### src/sv/packbits_column_major_unpacker_defines.svh
// Assertion macros shared by the unpacker RTL.
`ifndef PACKBITS_COLUMN_MAJOR_UNPACKER_DEFINES_SVH
`define PACKBITS_COLUMN_MAJOR_UNPACKER_DEFINES_SVH

// Same-cycle implication, sampled on clk, off during rst.
`define PBCU_ASSERT_NOW(label, cond, conseq, msg) \
  label: assert property (@(posedge clk) disable iff (rst) (cond) |-> (conseq)) \
    else $error(msg);

// Next-cycle implication, sampled on clk, off during rst.
`define PBCU_ASSERT_NEXT(label, cond, conseq, msg) \
  label: assert property (@(posedge clk) disable iff (rst) (cond) |=> (conseq)) \
    else $error(msg);

`endif

### src/sv/pbcu_pkg.sv
// Shared types and constants for the column-major PackBits unpacker.
`timescale 1ns / 1ps

package pbcu_pkg;

  localparam int ADDR_W = 32;
  localparam int DIM_W  = 16;
  localparam int CFG_IDX_W = 2;

  // Configuration register indexes
  localparam logic [CFG_IDX_W-1:0] REG_WIDTH  = 2'd0;
  localparam logic [CFG_IDX_W-1:0] REG_HEIGHT = 2'd1;
  localparam logic [CFG_IDX_W-1:0] REG_MODE   = 2'd2;

  // PackBits no-operation code
  localparam logic [7:0] CODE_NOP = 8'h80;

  // Commands to the position unit
  typedef struct packed {
    logic clear;
    logic step;
  } pos_ctrl_t;

endpackage

### src/sv/pbcu_position.sv
// Position unit: walks row-major pixels and yields column-major addresses.
`timescale 1ns / 1ps

module pbcu_position import pbcu_pkg::*; (
  input  logic              clk,
  input  logic              rst,
  input  pos_ctrl_t         ctrl,
  input  logic [DIM_W-1:0]  load_width,
  input  logic [DIM_W-1:0]  height,
  output logic [ADDR_W-1:0] address,
  output logic              done
);

  logic [DIM_W-1:0]  columns_left;
  logic [DIM_W-1:0]  current_row;
  logic [ADDR_W-1:0] next_address;

  logic [DIM_W-1:0]  cols_dec;
  logic [DIM_W-1:0]  row_inc;
  logic [ADDR_W-1:0] addr_add;
  logic              row_end;

  // Shared step arithmetic: one column count, one row compare, one address add
  assign cols_dec = columns_left - DIM_W'(1);
  assign row_inc  = current_row + DIM_W'(1);
  assign addr_add = next_address + ADDR_W'(height);
  assign row_end  = (cols_dec == '0);
  assign done     = ctrl.step && row_end && (row_inc >= height);
  assign address  = next_address;

  // Advance one pixel, or restart the image
  always_ff @(posedge clk) begin
    if (rst) begin
      columns_left <= DIM_W'(1);
      current_row  <= '0;
      next_address <= '0;
    end else if (ctrl.clear || done) begin
      columns_left <= load_width;
      current_row  <= '0;
      next_address <= '0;
    end else if (ctrl.step) begin
      if (row_end) begin
        columns_left <= load_width;
        current_row  <= row_inc;
        next_address <= ADDR_W'(row_inc);
      end else begin
        columns_left <= cols_dec;
        next_address <= addr_add;
      end
    end
  end

endmodule

### src/sv/packbits_column_major_unpacker.sv
// Top level of the column-major PackBits unpacker.
//
// Usage:
//   Input channel (in_valid/in_ready, data_byte) takes one payload word per
//   accepted handshake. Output channel (out_valid/out_ready) returns one word
//   per result: a pixel value with one or two column-major addresses.
//   Configuration channel (cfg_valid/cfg_ready, cfg_index, cfg_data) writes
//   width, height and mode; any valid write to one of these restarts the image at row 0.
// Sequencing:
//   A code byte is accepted and yields nothing. A pixel byte (raw or
//   literal) is accepted, then takes one step of the position unit, then
//   loads the output register. A repeat value of n pixels yields ceil(n/2)
//   results, up to 64, fewer if the image ends first: the single position
//   adder steps the pixels, up to two per result, and each result then loads
//   the output register. in_ready is high only while the sequencer is idle; the
//   output register still holding a word does not hold off the next accept.
// Reset: rst (synchronous) sets width and height to 1, raw mode, row 0.
// Stall: while out_ready is low the finished word holds and the sequencer
//   waits with the next result staged.
`timescale 1ns / 1ps
`include "packbits_column_major_unpacker_defines.svh"

module packbits_column_major_unpacker import pbcu_pkg::*; (
  input  logic                 clk,
  input  logic                 rst,
  input  logic                 cfg_valid,
  output logic                 cfg_ready,
  input  logic [CFG_IDX_W-1:0] cfg_index,
  input  logic [DIM_W-1:0]     cfg_data,
  input  logic                 in_valid,
  output logic                 in_ready,
  input  logic [7:0]           data_byte,
  output logic                 out_valid,
  input  logic                 out_ready,
  output logic [7:0]           pixel_index,
  output logic [ADDR_W-1:0]    first_address,
  output logic                 second_valid,
  output logic [ADDR_W-1:0]    second_address,
  output logic                 last_of_run,
  output logic                 image_done
);

  localparam logic [1:0] S_IDLE   = 2'd0;
  localparam logic [1:0] S_FIRST  = 2'd1;
  localparam logic [1:0] S_SECOND = 2'd2;
  localparam logic [1:0] S_EMIT   = 2'd3;

  logic [1:0]       state;
  logic [DIM_W-1:0] image_width;
  logic [DIM_W-1:0] image_height;
  logic             compressed_mode;
  logic [7:0]       literal_left;
  logic             expect_repeat_value;
  logic [7:0]       repeat_count;
  logic [7:0]       count;
  logic [7:0]       value;

  logic [ADDR_W-1:0] st_a1;
  logic [ADDR_W-1:0] st_a2;
  logic              st_v2;
  logic              st_last;
  logic              st_done;

  logic              cfg_hit;
  logic [DIM_W-1:0]  width_src;
  logic [DIM_W-1:0]  eff_width;
  logic [DIM_W-1:0]  eff_height;
  logic              in_fire;
  logic              out_free;
  logic              pixel_byte;
  pos_ctrl_t         pos_ctrl;
  logic [ADDR_W-1:0] pos_addr;
  logic              pos_done;

  assign cfg_ready = 1'b1;
  assign in_ready  = (state == S_IDLE);
  assign in_fire   = in_valid && in_ready;
  assign out_free  = !out_valid || out_ready;

  // Decode a write to a register of the list
  always_comb begin
    case (cfg_index)
      REG_WIDTH, REG_HEIGHT, REG_MODE: cfg_hit = cfg_valid;
      default:                         cfg_hit = 1'b0;
    endcase
  end

  // Zero size counts as one; restart width follows a write in flight
  assign width_src  = (cfg_valid && cfg_index == REG_WIDTH) ? cfg_data : image_width;
  assign eff_width  = (width_src == '0) ? DIM_W'(1) : width_src;
  assign eff_height = (image_height == '0) ? DIM_W'(1) : image_height;

  assign pixel_byte = !compressed_mode || (literal_left != '0) || expect_repeat_value;

  assign pos_ctrl.clear = cfg_hit;
  assign pos_ctrl.step  = (state == S_FIRST) || (state == S_SECOND);

  pbcu_position u_position (
    .clk        (clk),
    .rst        (rst),
    .ctrl       (pos_ctrl),
    .load_width (eff_width),
    .height     (eff_height),
    .address    (pos_addr),
    .done       (pos_done)
  );

  // Configuration registers
  always_ff @(posedge clk) begin
    if (rst) begin
      image_width     <= DIM_W'(1);
      image_height    <= DIM_W'(1);
      compressed_mode <= 1'b0;
    end else if (cfg_valid) begin
      case (cfg_index)
        REG_WIDTH:  image_width     <= cfg_data;
        REG_HEIGHT: image_height    <= cfg_data;
        REG_MODE:   compressed_mode <= cfg_data[0];
        default:    ;
      endcase
    end
  end

  // Sequencer and run state
  always_ff @(posedge clk) begin
    if (rst) begin
      state               <= S_IDLE;
      literal_left        <= '0;
      expect_repeat_value <= 1'b0;
      repeat_count        <= '0;
      count               <= '0;
    end else if (cfg_hit) begin
      literal_left        <= '0;
      expect_repeat_value <= 1'b0;
      repeat_count        <= '0;
    end else begin
      case (state)
        S_IDLE: begin
          if (in_fire) begin
            if (!compressed_mode || literal_left != '0) begin
              if (compressed_mode) literal_left <= literal_left - 8'd1;
              count <= 8'd1;
              state <= S_FIRST;
            end else if (expect_repeat_value) begin
              count               <= repeat_count;
              expect_repeat_value <= 1'b0;
              repeat_count        <= '0;
              state               <= S_FIRST;
            end else if (data_byte < CODE_NOP) begin
              literal_left <= data_byte + 8'd1;
            end else if (data_byte != CODE_NOP) begin
              repeat_count        <= 8'(9'd257 - {1'b0, data_byte});
              expect_repeat_value <= 1'b1;
            end
          end
        end
        S_FIRST: begin
          count <= count - 8'd1;
          if (pos_done || count == 8'd1) state <= S_EMIT;
          else                           state <= S_SECOND;
          if (pos_done) literal_left <= '0;
        end
        S_SECOND: begin
          count <= count - 8'd1;
          state <= S_EMIT;
          if (pos_done) literal_left <= '0;
        end
        S_EMIT: begin
          if (out_free) state <= st_last ? S_IDLE : S_FIRST;
        end
        default: state <= S_IDLE;
      endcase
    end
  end

  // Latch the pixel value and stage the result
  always_ff @(posedge clk) begin
    if (in_fire) value <= data_byte;
    case (state)
      S_FIRST: begin
        st_a1   <= pos_addr;
        st_a2   <= '0;
        st_v2   <= 1'b0;
        st_last <= pos_done || count == 8'd1;
        st_done <= pos_done;
      end
      S_SECOND: begin
        st_a2   <= pos_addr;
        st_v2   <= 1'b1;
        st_last <= pos_done || count == 8'd1;
        st_done <= pos_done;
      end
      default: ;
    endcase
  end

  // Output register: load when free, drop valid once taken
  always_ff @(posedge clk) begin
    if (rst) begin
      out_valid <= 1'b0;
    end else if (state == S_EMIT && out_free) begin
      out_valid <= 1'b1;
    end else if (out_ready) begin
      out_valid <= 1'b0;
    end
  end

  always_ff @(posedge clk) begin
    if (state == S_EMIT && out_free) begin
      pixel_index    <= value;
      first_address  <= st_a1;
      second_valid   <= st_v2;
      second_address <= st_a2;
      last_of_run    <= st_last;
      image_done     <= st_done;
    end
  end

  `PBCU_ASSERT_NOW(a_second_has_pixel, state == S_SECOND, count != '0, "second step with no pixel left")
  `PBCU_ASSERT_NOW(a_done_is_last, out_valid && image_done, last_of_run, "image end not last of run")
  `PBCU_ASSERT_NOW(a_single_zero_addr, out_valid && !second_valid, second_address == '0, "stale second address")
  `PBCU_ASSERT_NOW(a_repeat_count_range, expect_repeat_value, repeat_count >= 8'd2, "bad repeat count")
  `PBCU_ASSERT_NEXT(a_pixel_starts_step, in_fire && pixel_byte && !cfg_hit, state == S_FIRST, "pixel word did not start a step")

endmodule
### config.mk
export PLATFORM = sky130hd
export DESIGN_NAME = packbits_column_major_unpacker
export DESIGN_NICKNAME = d
export VERILOG_FILES = /design/src/sv/pbcu_pkg.sv /design/src/sv/pbcu_position.sv /design/src/sv/packbits_column_major_unpacker.sv
export VERILOG_INCLUDE_DIRS = /design/src /design/src/sv
export SDC_FILE = /design/constraint.sdc
export NUM_CORES = 1
export LEC_CHECK = 0
export ABC_AREA = 1
export BUFFER_PORTS_ARGS = -buffer_cell sky130_fd_sc_hd__clkbuf_2
export CORE_ASPECT_RATIO = 1.75
export CORE_MARGIN = 5
export CORE_UTILIZATION = 40
export CTS_CLUSTER_DIAMETER = 100
export DETAILED_ROUTE_END_ITERATION = 10
export HOLD_SLACK_MARGIN = 0.12
export PLACE_DENSITY = 0.7
export RECOVER_POWER = 100
export SYNTH_ARGS = -nofsm -noshare
export SYNTH_HDL_FRONTEND = slang
export SYNTH_SLANG_ARGS = --single-unit
### constraint.sdc
create_clock -name clk -period 4.7 [get_ports clk]
set_input_delay 0.705 -clock clk [delete_from_list [all_inputs] [get_ports clk]]
set_output_delay 0.705 -clock clk [all_outputs]
set_load 0.005 [all_outputs]
==> reports/metrics.cfg, run 1 <==
[timing]
max_freq_mhz=232.1
tightest_slew_ns=1.977
layout_setup_ws_ns=0.3912
setup_tns_ns=0
period_needed_ns=4.309
drv_slew=152
fin_crit_sh=0.9168
finalHoldViolCount=0
finalSetupViolations=0
clock_skew_ns=0.01163
rsz0062_at_grt=false
max_slew_margin=-0.3181

[logic_synthesis]
synth_compound_area_frac=0.1016
synth_fp_nets=1586
synth_cells=1511
synthAdderAreaFrac=0.04272
synth_xor_area_frac=0.02682
avgSynthCellArea_um2=8.644
ys_ff_latch=275
muxShareOfSynthArea=0
synth_simple_gate_area_share=0.2091
synth_top_family_by_area=simple AND/OR/NAND/NOR gates
synth_seq_area_share=0.5364
yosys.cell_types.count=53
synth_top_cell_area_share=0.3449
synthTopCellsByCount=nand2_1, inv_1, edfxtp_1, nor2_1, dfxtp_1
synthArstFlopShare=0
yosys-top-cells-area=edfxtp_1, dfxtp_1, nand2_1, inv_1, ha_1
synth_top_area_cell=edfxtp_1
syn_area_um2=13060
ys_warn_count=0
synth-main-ff-cell=edfxtp_1
synth.most_common_cell=nand2_1
synth-edff-count=150

[critical_path]
critPathLaunchType=flip-flop
cp_slowest_cell=dfxtp_1
path_cells=ha_1 -> nand3_1 -> nor3_1 -> nand3_1 -> nor3_1 -> nand3_1 -> o21ai_0 -> nand2_1 -> ha_1 -> nand4_1 -> nor3_1 -> nand4_1 -> nand3_1 -> nand3_4 -> nand2_8 -> nor2_1 -> clkbuf_2 -> o21ai_0 -> nor2_1
crit_path_max_incr_delay_ns=0.42
cp_max_fo=14
regToRegStartpoint=u_position.current_row[0]$_SDFFE_PP0P_
rr_worst_depth=19
crit_path_end_kind=flip-flop
required_ns=5.12
r2r_slack_ns=0.39
crit_type=reg -> reg
r2r-end=u_position.address[9]$_SDFFE_PP0N_
crit_top_cell=nand3_1
worstPathArrival_ns=4.73

[layout]
synthToLayoutAreaGrowth_pct=13.03
fillers=3077
final_layout_size_suffix_gt1_frac=0.08318
final_net_count=1678
diodes=0
fin_util=0.4582

[floorplanning]
dieArea_um2=36510
start_util=0.4054
rows=87
die_w_um=146.6
die_h_um=249.0
io_pins=109
fp.coreArea_um2=32220

[flow_run]
cap_violations=3

[clocking]
cts_setup_buffers=0
post_cts_resized=0
ctsHoldBuffers=0
htreeDepth=1
clockBufferDepth=3
cts.clk_slew.worst_paths_ns=0.07
root_buffer=clkbuf_16
clkSinkCount=275
insertion_delay_ns=0.54
cts_tree=yes
numCtsBuffers=26

[placement]
hpwl_mm=24.18
place.gp.congestion=0.9420
pre_cts_slack_ns=0.4177
io_buffer_count=107

[detailed_routing]
routed_via_density=5.090
wirelength_mm=31.72
remaining_drc_errors=0
first_pass_iters=5
detail_route.iter0.violations=544
antenna_left=0
wl_per_cell_um=15.68
vias=10297

[power_and_ir_drop]
ir_worst_vdd_mv=0.2388
power_leakage_nw=6.279
power_density_nw_per_um2=443.7
finalPower_mw=6.550

[global_route]
antenna_found_initial=0
grt_pass1_vias=10209
grt_max_degree=76
grt_usage=0.1697
gr-total-overflow=0
grt_pass1_wl_mm=50.89

[min_path]
hold_start=st_a1[23]$_DFFE_PP_
min_to=first_address[23]$_DFFE_PP_
hold_depth=0
holdCritPathClass=reg -> reg

[status]
violations=capacitance limit, slew limit
status=finished with violations

==> per-stage QoR <==
stage / std cells / instance area (um2) / hold slack [ns]
5_1_grt: 2023 / 14760 / 0.4227
6_report: 2023 / 14760 / 0.4138
3_5_place_dp: 1975 / 13970 / 0.4045
2_1_floorplan: 1511 / 13060 / 0.4003
4_1_cts: 2023 / 14870 / 0.3989
3_3_place_gp: 1975 / 13970 / 0.4016
==> state kept, by name (all words and copies together) (netlist names), 32 cells and up <==
name / flops
st_a2: 32
first_address: 32
second_address: 32
u_position.address: 32
st_a1: 32
==> critical path, delay by kind of cell (launching register included) <==
kind                     cells  cell delay [ns]
buffers and inverters        1             0.28
AND/OR/NAND/NOR             14             2.52
adder cells (fa/ha/maj)      2             0.55
flip-flops                   1             0.42
AO/OA/AOI/OAI                2             0.41
==> worst max-delay path by stage <==
stage / from / endpoint / cells past startpoint
floorplan: out_ready / first_address[0]$_DFFE_PP_ / 4
global placement: u_position.current_row[0]$_SDFFE_PP0P_ / u_position.current_row[1]$_SDFFE_PP0P_ / 18
detailed placement: u_position.current_row[0]$_SDFFE_PP0P_ / literal_left[1]$_SDFFE_PP0P_ / 19
CTS: u_position.current_row[0]$_SDFFE_PP0P_ / u_position.current_row[1]$_SDFFE_PP0P_ / 18
global route: u_position.current_row[0]$_SDFFE_PP0P_ / literal_left[2]$_SDFFE_PP0P_ / 20
finish: u_position.current_row[0]$_SDFFE_PP0P_ / u_position.address[9]$_SDFFE_PP0N_ / 19
==> report_power, final <==
group / switching, mW / internal [mW] / total (mW)
combinational: 0.967 / 0.407 / 1.37
sequential: 0.125 / 2.84 / 2.97
clock: 0.912 / 1.29 / 2.21
total: 2.00 / 4.55 / 6.55
==> cell families after synthesis <==
family                     after synthesis
AOI/OAI and AO/OA                      243
xor gates and xnor gates                40
and+or+nand+nor                        630
adders and majority gates               44
DFF                                    275
other                                    1
buffers and inverters                  278
==> per-layer routing <==
metal / global-route usage / routed length [um] / share of wire
met1: 0.1776 / 11950 / 0.38
met2: 0.3202 / 16710 / 0.53
met3: 0.01729 / 1065 / 0.034
met4: 0.1033 / 1998 / 0.063
met5: 0 / 0 / 0
==> cell usage in the layout, fill, tap and decap left out, drive strengths merged, types with 2 or more instances in the layout <==
cell type  instances
clkinvlp           2
a31oi              9
nor3b              2
nand4             37
clkbuf           146
nor3              24
a211oi             5
nand3             76
nor2             143
o21ai            101
nand3b             3
xor2              30
a21boi             3
bufinv             4
xnor2             10
o21bai             6
ha                43
inv              224
nor4               7
edfxtp           150
clkinv             9
a21oi            102
buf                5
dfxtp            125
a221oi             2
o211ai             8
or2                3
nand2            334
==> area by class of cell <==
class	count	area, um2	area share
Sequential cell	275	7007	0.4746
Multi-Input combinational cell	958	4970	0.3366
Inverter	224	845.8	0.05729
Clock buffer	33	708.2	0.04797
Timing Repair Buffer	118	539.3	0.03653
Tap cell	400	500.5	0.03390
Clock inverter	15	192.7	0.01305
Power figures use the tool's default switching activity.
==> inputs of run 2 (changes only) <==
CELL_PAD_IN_SITES_DETAIL_PLACEMENT = 0   (was not set)
CELL_PAD_IN_SITES_GLOBAL_PLACEMENT = 1   (was not set)
PLACE_DENSITY = 0.85   (was 0.7)
==> run 2 against run 1 <==
Against the previous run:
- the flow still finishes with violations (capacitance limit, slew limit)
- sequential power about the same
- hold slack better by 0.0011 ns
- maximum frequency up 0.63%
- clock-buffer cell count down 5
- total power up 0.52%
- clock skew up 0.011 ns
- critical endpoint is now u_position.columns_left[5]$_SDFFE_PP0P_
- critical path type unchanged
- routed wire length up 3.1%
- highest routed layer unchanged
- utilization up 0.078 points
- global-route usage up 0.52 points
==> reports/metrics.cfg, run 2 (synthesized netlist as in run 1, its figures left out) <==
[status]
status=finished with violations
violations=capacitance limit, slew limit

[detailed_routing]
vias=10125  ; -1.7%
detail_route.iter0.violations=453  ; -17%
wl_per_cell_um=16.14  ; +2.9%
remaining_drc_errors=0  ; unchanged
first_pass_iters=7  ; +2
antenna_left=0  ; unchanged
wirelength_mm=32.69  ; +3.1%
routed_via_density=4.998  ; -1.8%

[floorplanning]
dieArea_um2=36510  ; unchanged
io_pins=109  ; unchanged
fp.coreArea_um2=32220  ; unchanged
die_h_um=249.0  ; unchanged
rows=87  ; unchanged
die_w_um=146.6  ; unchanged
start_util=0.4054  ; unchanged

[timing]
max_freq_mhz=233.5  ; +0.63%
drv_slew=152  ; unchanged
rsz0062_at_grt=false
clock_skew_ns=0.02268  ; +0.01105 ns
finalHoldViolCount=0  ; unchanged
max_slew_margin=-0.2580  ; +0.06005
fin_crit_sh=0.9110  ; -0.005744
period_needed_ns=4.282  ; -0.02700 ns
setup_tns_ns=0  ; unchanged
finalSetupViolations=0  ; unchanged
tightest_slew_ns=1.887  ; -0.09007 ns

[global_route]
grt_pass1_vias=10069  ; -1.4%
grt_pass1_wl_mm=51.67  ; +1.5%
grt_usage=0.1749  ; +0.005245
grt_max_degree=76  ; unchanged
antenna_found_initial=0  ; unchanged
gr-total-overflow=0  ; unchanged

[critical_path]
critPathLaunchType=flip-flop
cp_max_fo=12  ; -2
required_ns=5.13  ; about the same
crit_path_end_kind=flip-flop
worstPathArrival_ns=4.71  ; -0.02 ns
crit_type=reg -> reg

[clocking]
cts_setup_buffers=0  ; unchanged
root_buffer=clkbuf_16
post_cts_resized=0  ; unchanged
clockBufferDepth=3  ; unchanged
cts_tree=yes
ctsHoldBuffers=0  ; unchanged
numCtsBuffers=26  ; unchanged
htreeDepth=1  ; unchanged
insertion_delay_ns=0.54  ; about the same
clkSinkCount=275  ; unchanged
cts.clk_slew.worst_paths_ns=0.07  ; about the same

[power_and_ir_drop]
power_leakage_nw=6.319  ; +0.63%
ir_worst_vdd_mv=0.3023  ; +27%
power_density_nw_per_um2=445.2  ; +0.35%
finalPower_mw=6.584  ; +0.52%

[layout]
synthToLayoutAreaGrowth_pct=13.22
final_common_cell=nand2_1
final_cell_mix=nand2_1, inv_1, edfxtp_1
final_layout_size_suffix_gt1_frac=0.08610  ; +0.002922
diodes=0  ; unchanged
fillers=3119  ; +1.4%
final_net_count=1681  ; +0.18%
multi_input_area_um2=4962  ; -0.15%
seqCellArea_um2=7007  ; unchanged

[placement]
hpwl_mm=24.91  ; +3.0%
io_buffer_count=107  ; unchanged
place.gp.congestion=0.9234  ; -2.0%

[flow_run]
cap_violations=3  ; unchanged

[min_path]
holdCritPathClass=reg -> reg

run 2: changes by cell type in the layout (fill, tap and decap cells not counted), sizes merged:
cell,change
clkbuf,-4
inv,+4
buf,+2
clkinv,+2
clkinvlp,-1
run 2: through the flow:
stage          instance area (um2)    util  worst slack, ns  cells  hold WS [ns]
5_1_grt                      14790  0.4590          0.06025   2026        0.4251
4_1_cts                      14890  0.4621           0.5103   2026        0.4010
3_3_place_gp                 13980  0.4338           0.6834   1978        0.4021
6_report                     14790  0.4590           0.4182   2026        0.4149
2_1_floorplan                13060       -           0.1930   1511        0.4003
3_5_place_dp                 13980  0.4338           0.5497   1978        0.4045
run 2: critical path, stage by stage (launching register included):
cell and delay [ns]:
dfxtp_1 0.42, ha_1 0.22, nand3_1 0.13, nor3_1 0.29, nand3_1 0.18, nor3_1 0.32
nand3_1 0.19, o21ai_0 0.19, nand2_1 0.13, ha_1 0.33, nand4_1 0.10, inv_1 0.05
a21oi_1 0.21, nand3_1 0.18, nand3_4 0.20, nand2_8 0.12, nor2_1 0.62, nand2_1 0.13
nand2_1 0.10, nor2_1 0.07
run 2: final cells by class:
type | instances | area share
clock buffer | 28 | 0.04594
multi-input combinational | 958 | 0.3356
inverter | 224 | 0.05720
timing repair buffer | 121 | 0.03799
clock inverter | 20 | 0.01565
tap | 400 | 0.03384
sequential | 275 | 0.4738
run 2: final timing paths:
| kind | end | from | depth (start not counted) | slack [ns] |
|---|---|---|---|---|
| worst max-delay path | u_position.columns_left[5]$_SDFFE_PP0P_ | u_position.current_row[0]$_SDFFE_PP0P_ | 19 | 0.42 |
| worst min-delay path | second_address[28]$_DFFE_PP_ | st_a2[28]$_SDFFCE_PN0N_ | 0 | 0.41 |
| worst max register to register | u_position.columns_left[5]$_SDFFE_PP0P_ | u_position.current_row[0]$_SDFFE_PP0P_ | 19 | 0.42 |
| worst min register to register | second_address[28]$_DFFE_PP_ | st_a2[28]$_SDFFCE_PN0N_ | 0 | 0.41 |
run 2: routing by layer:
| metal | track usage | up-vias | part of all wire |
|---|---|---|---|
| met5 | 0 | - | 0 |
| met4 | 0.08342 | 0 | 0.049 |
| met3 | 0.01802 | 74 | 0.034 |
| met2 | 0.3420 | 258 | 0.54 |
| met1 | 0.1825 | 4628 | 0.38 |
| li1 | - | 5165 | - |
run 2: power by group:
| group | leakage (nW) | total, mW | internal, mW | switching, mW |
|---|---|---|---|---|
| registers | 2.44 | 2.98 | 2.84 | 0.132 |
| logic | 3.44 | 1.39 | 0.411 | 0.981 |
| clock network | 0.443 | 2.22 | 1.28 | 0.932 |
| total | 6.32 | 6.58 | 4.54 | 2.04 |
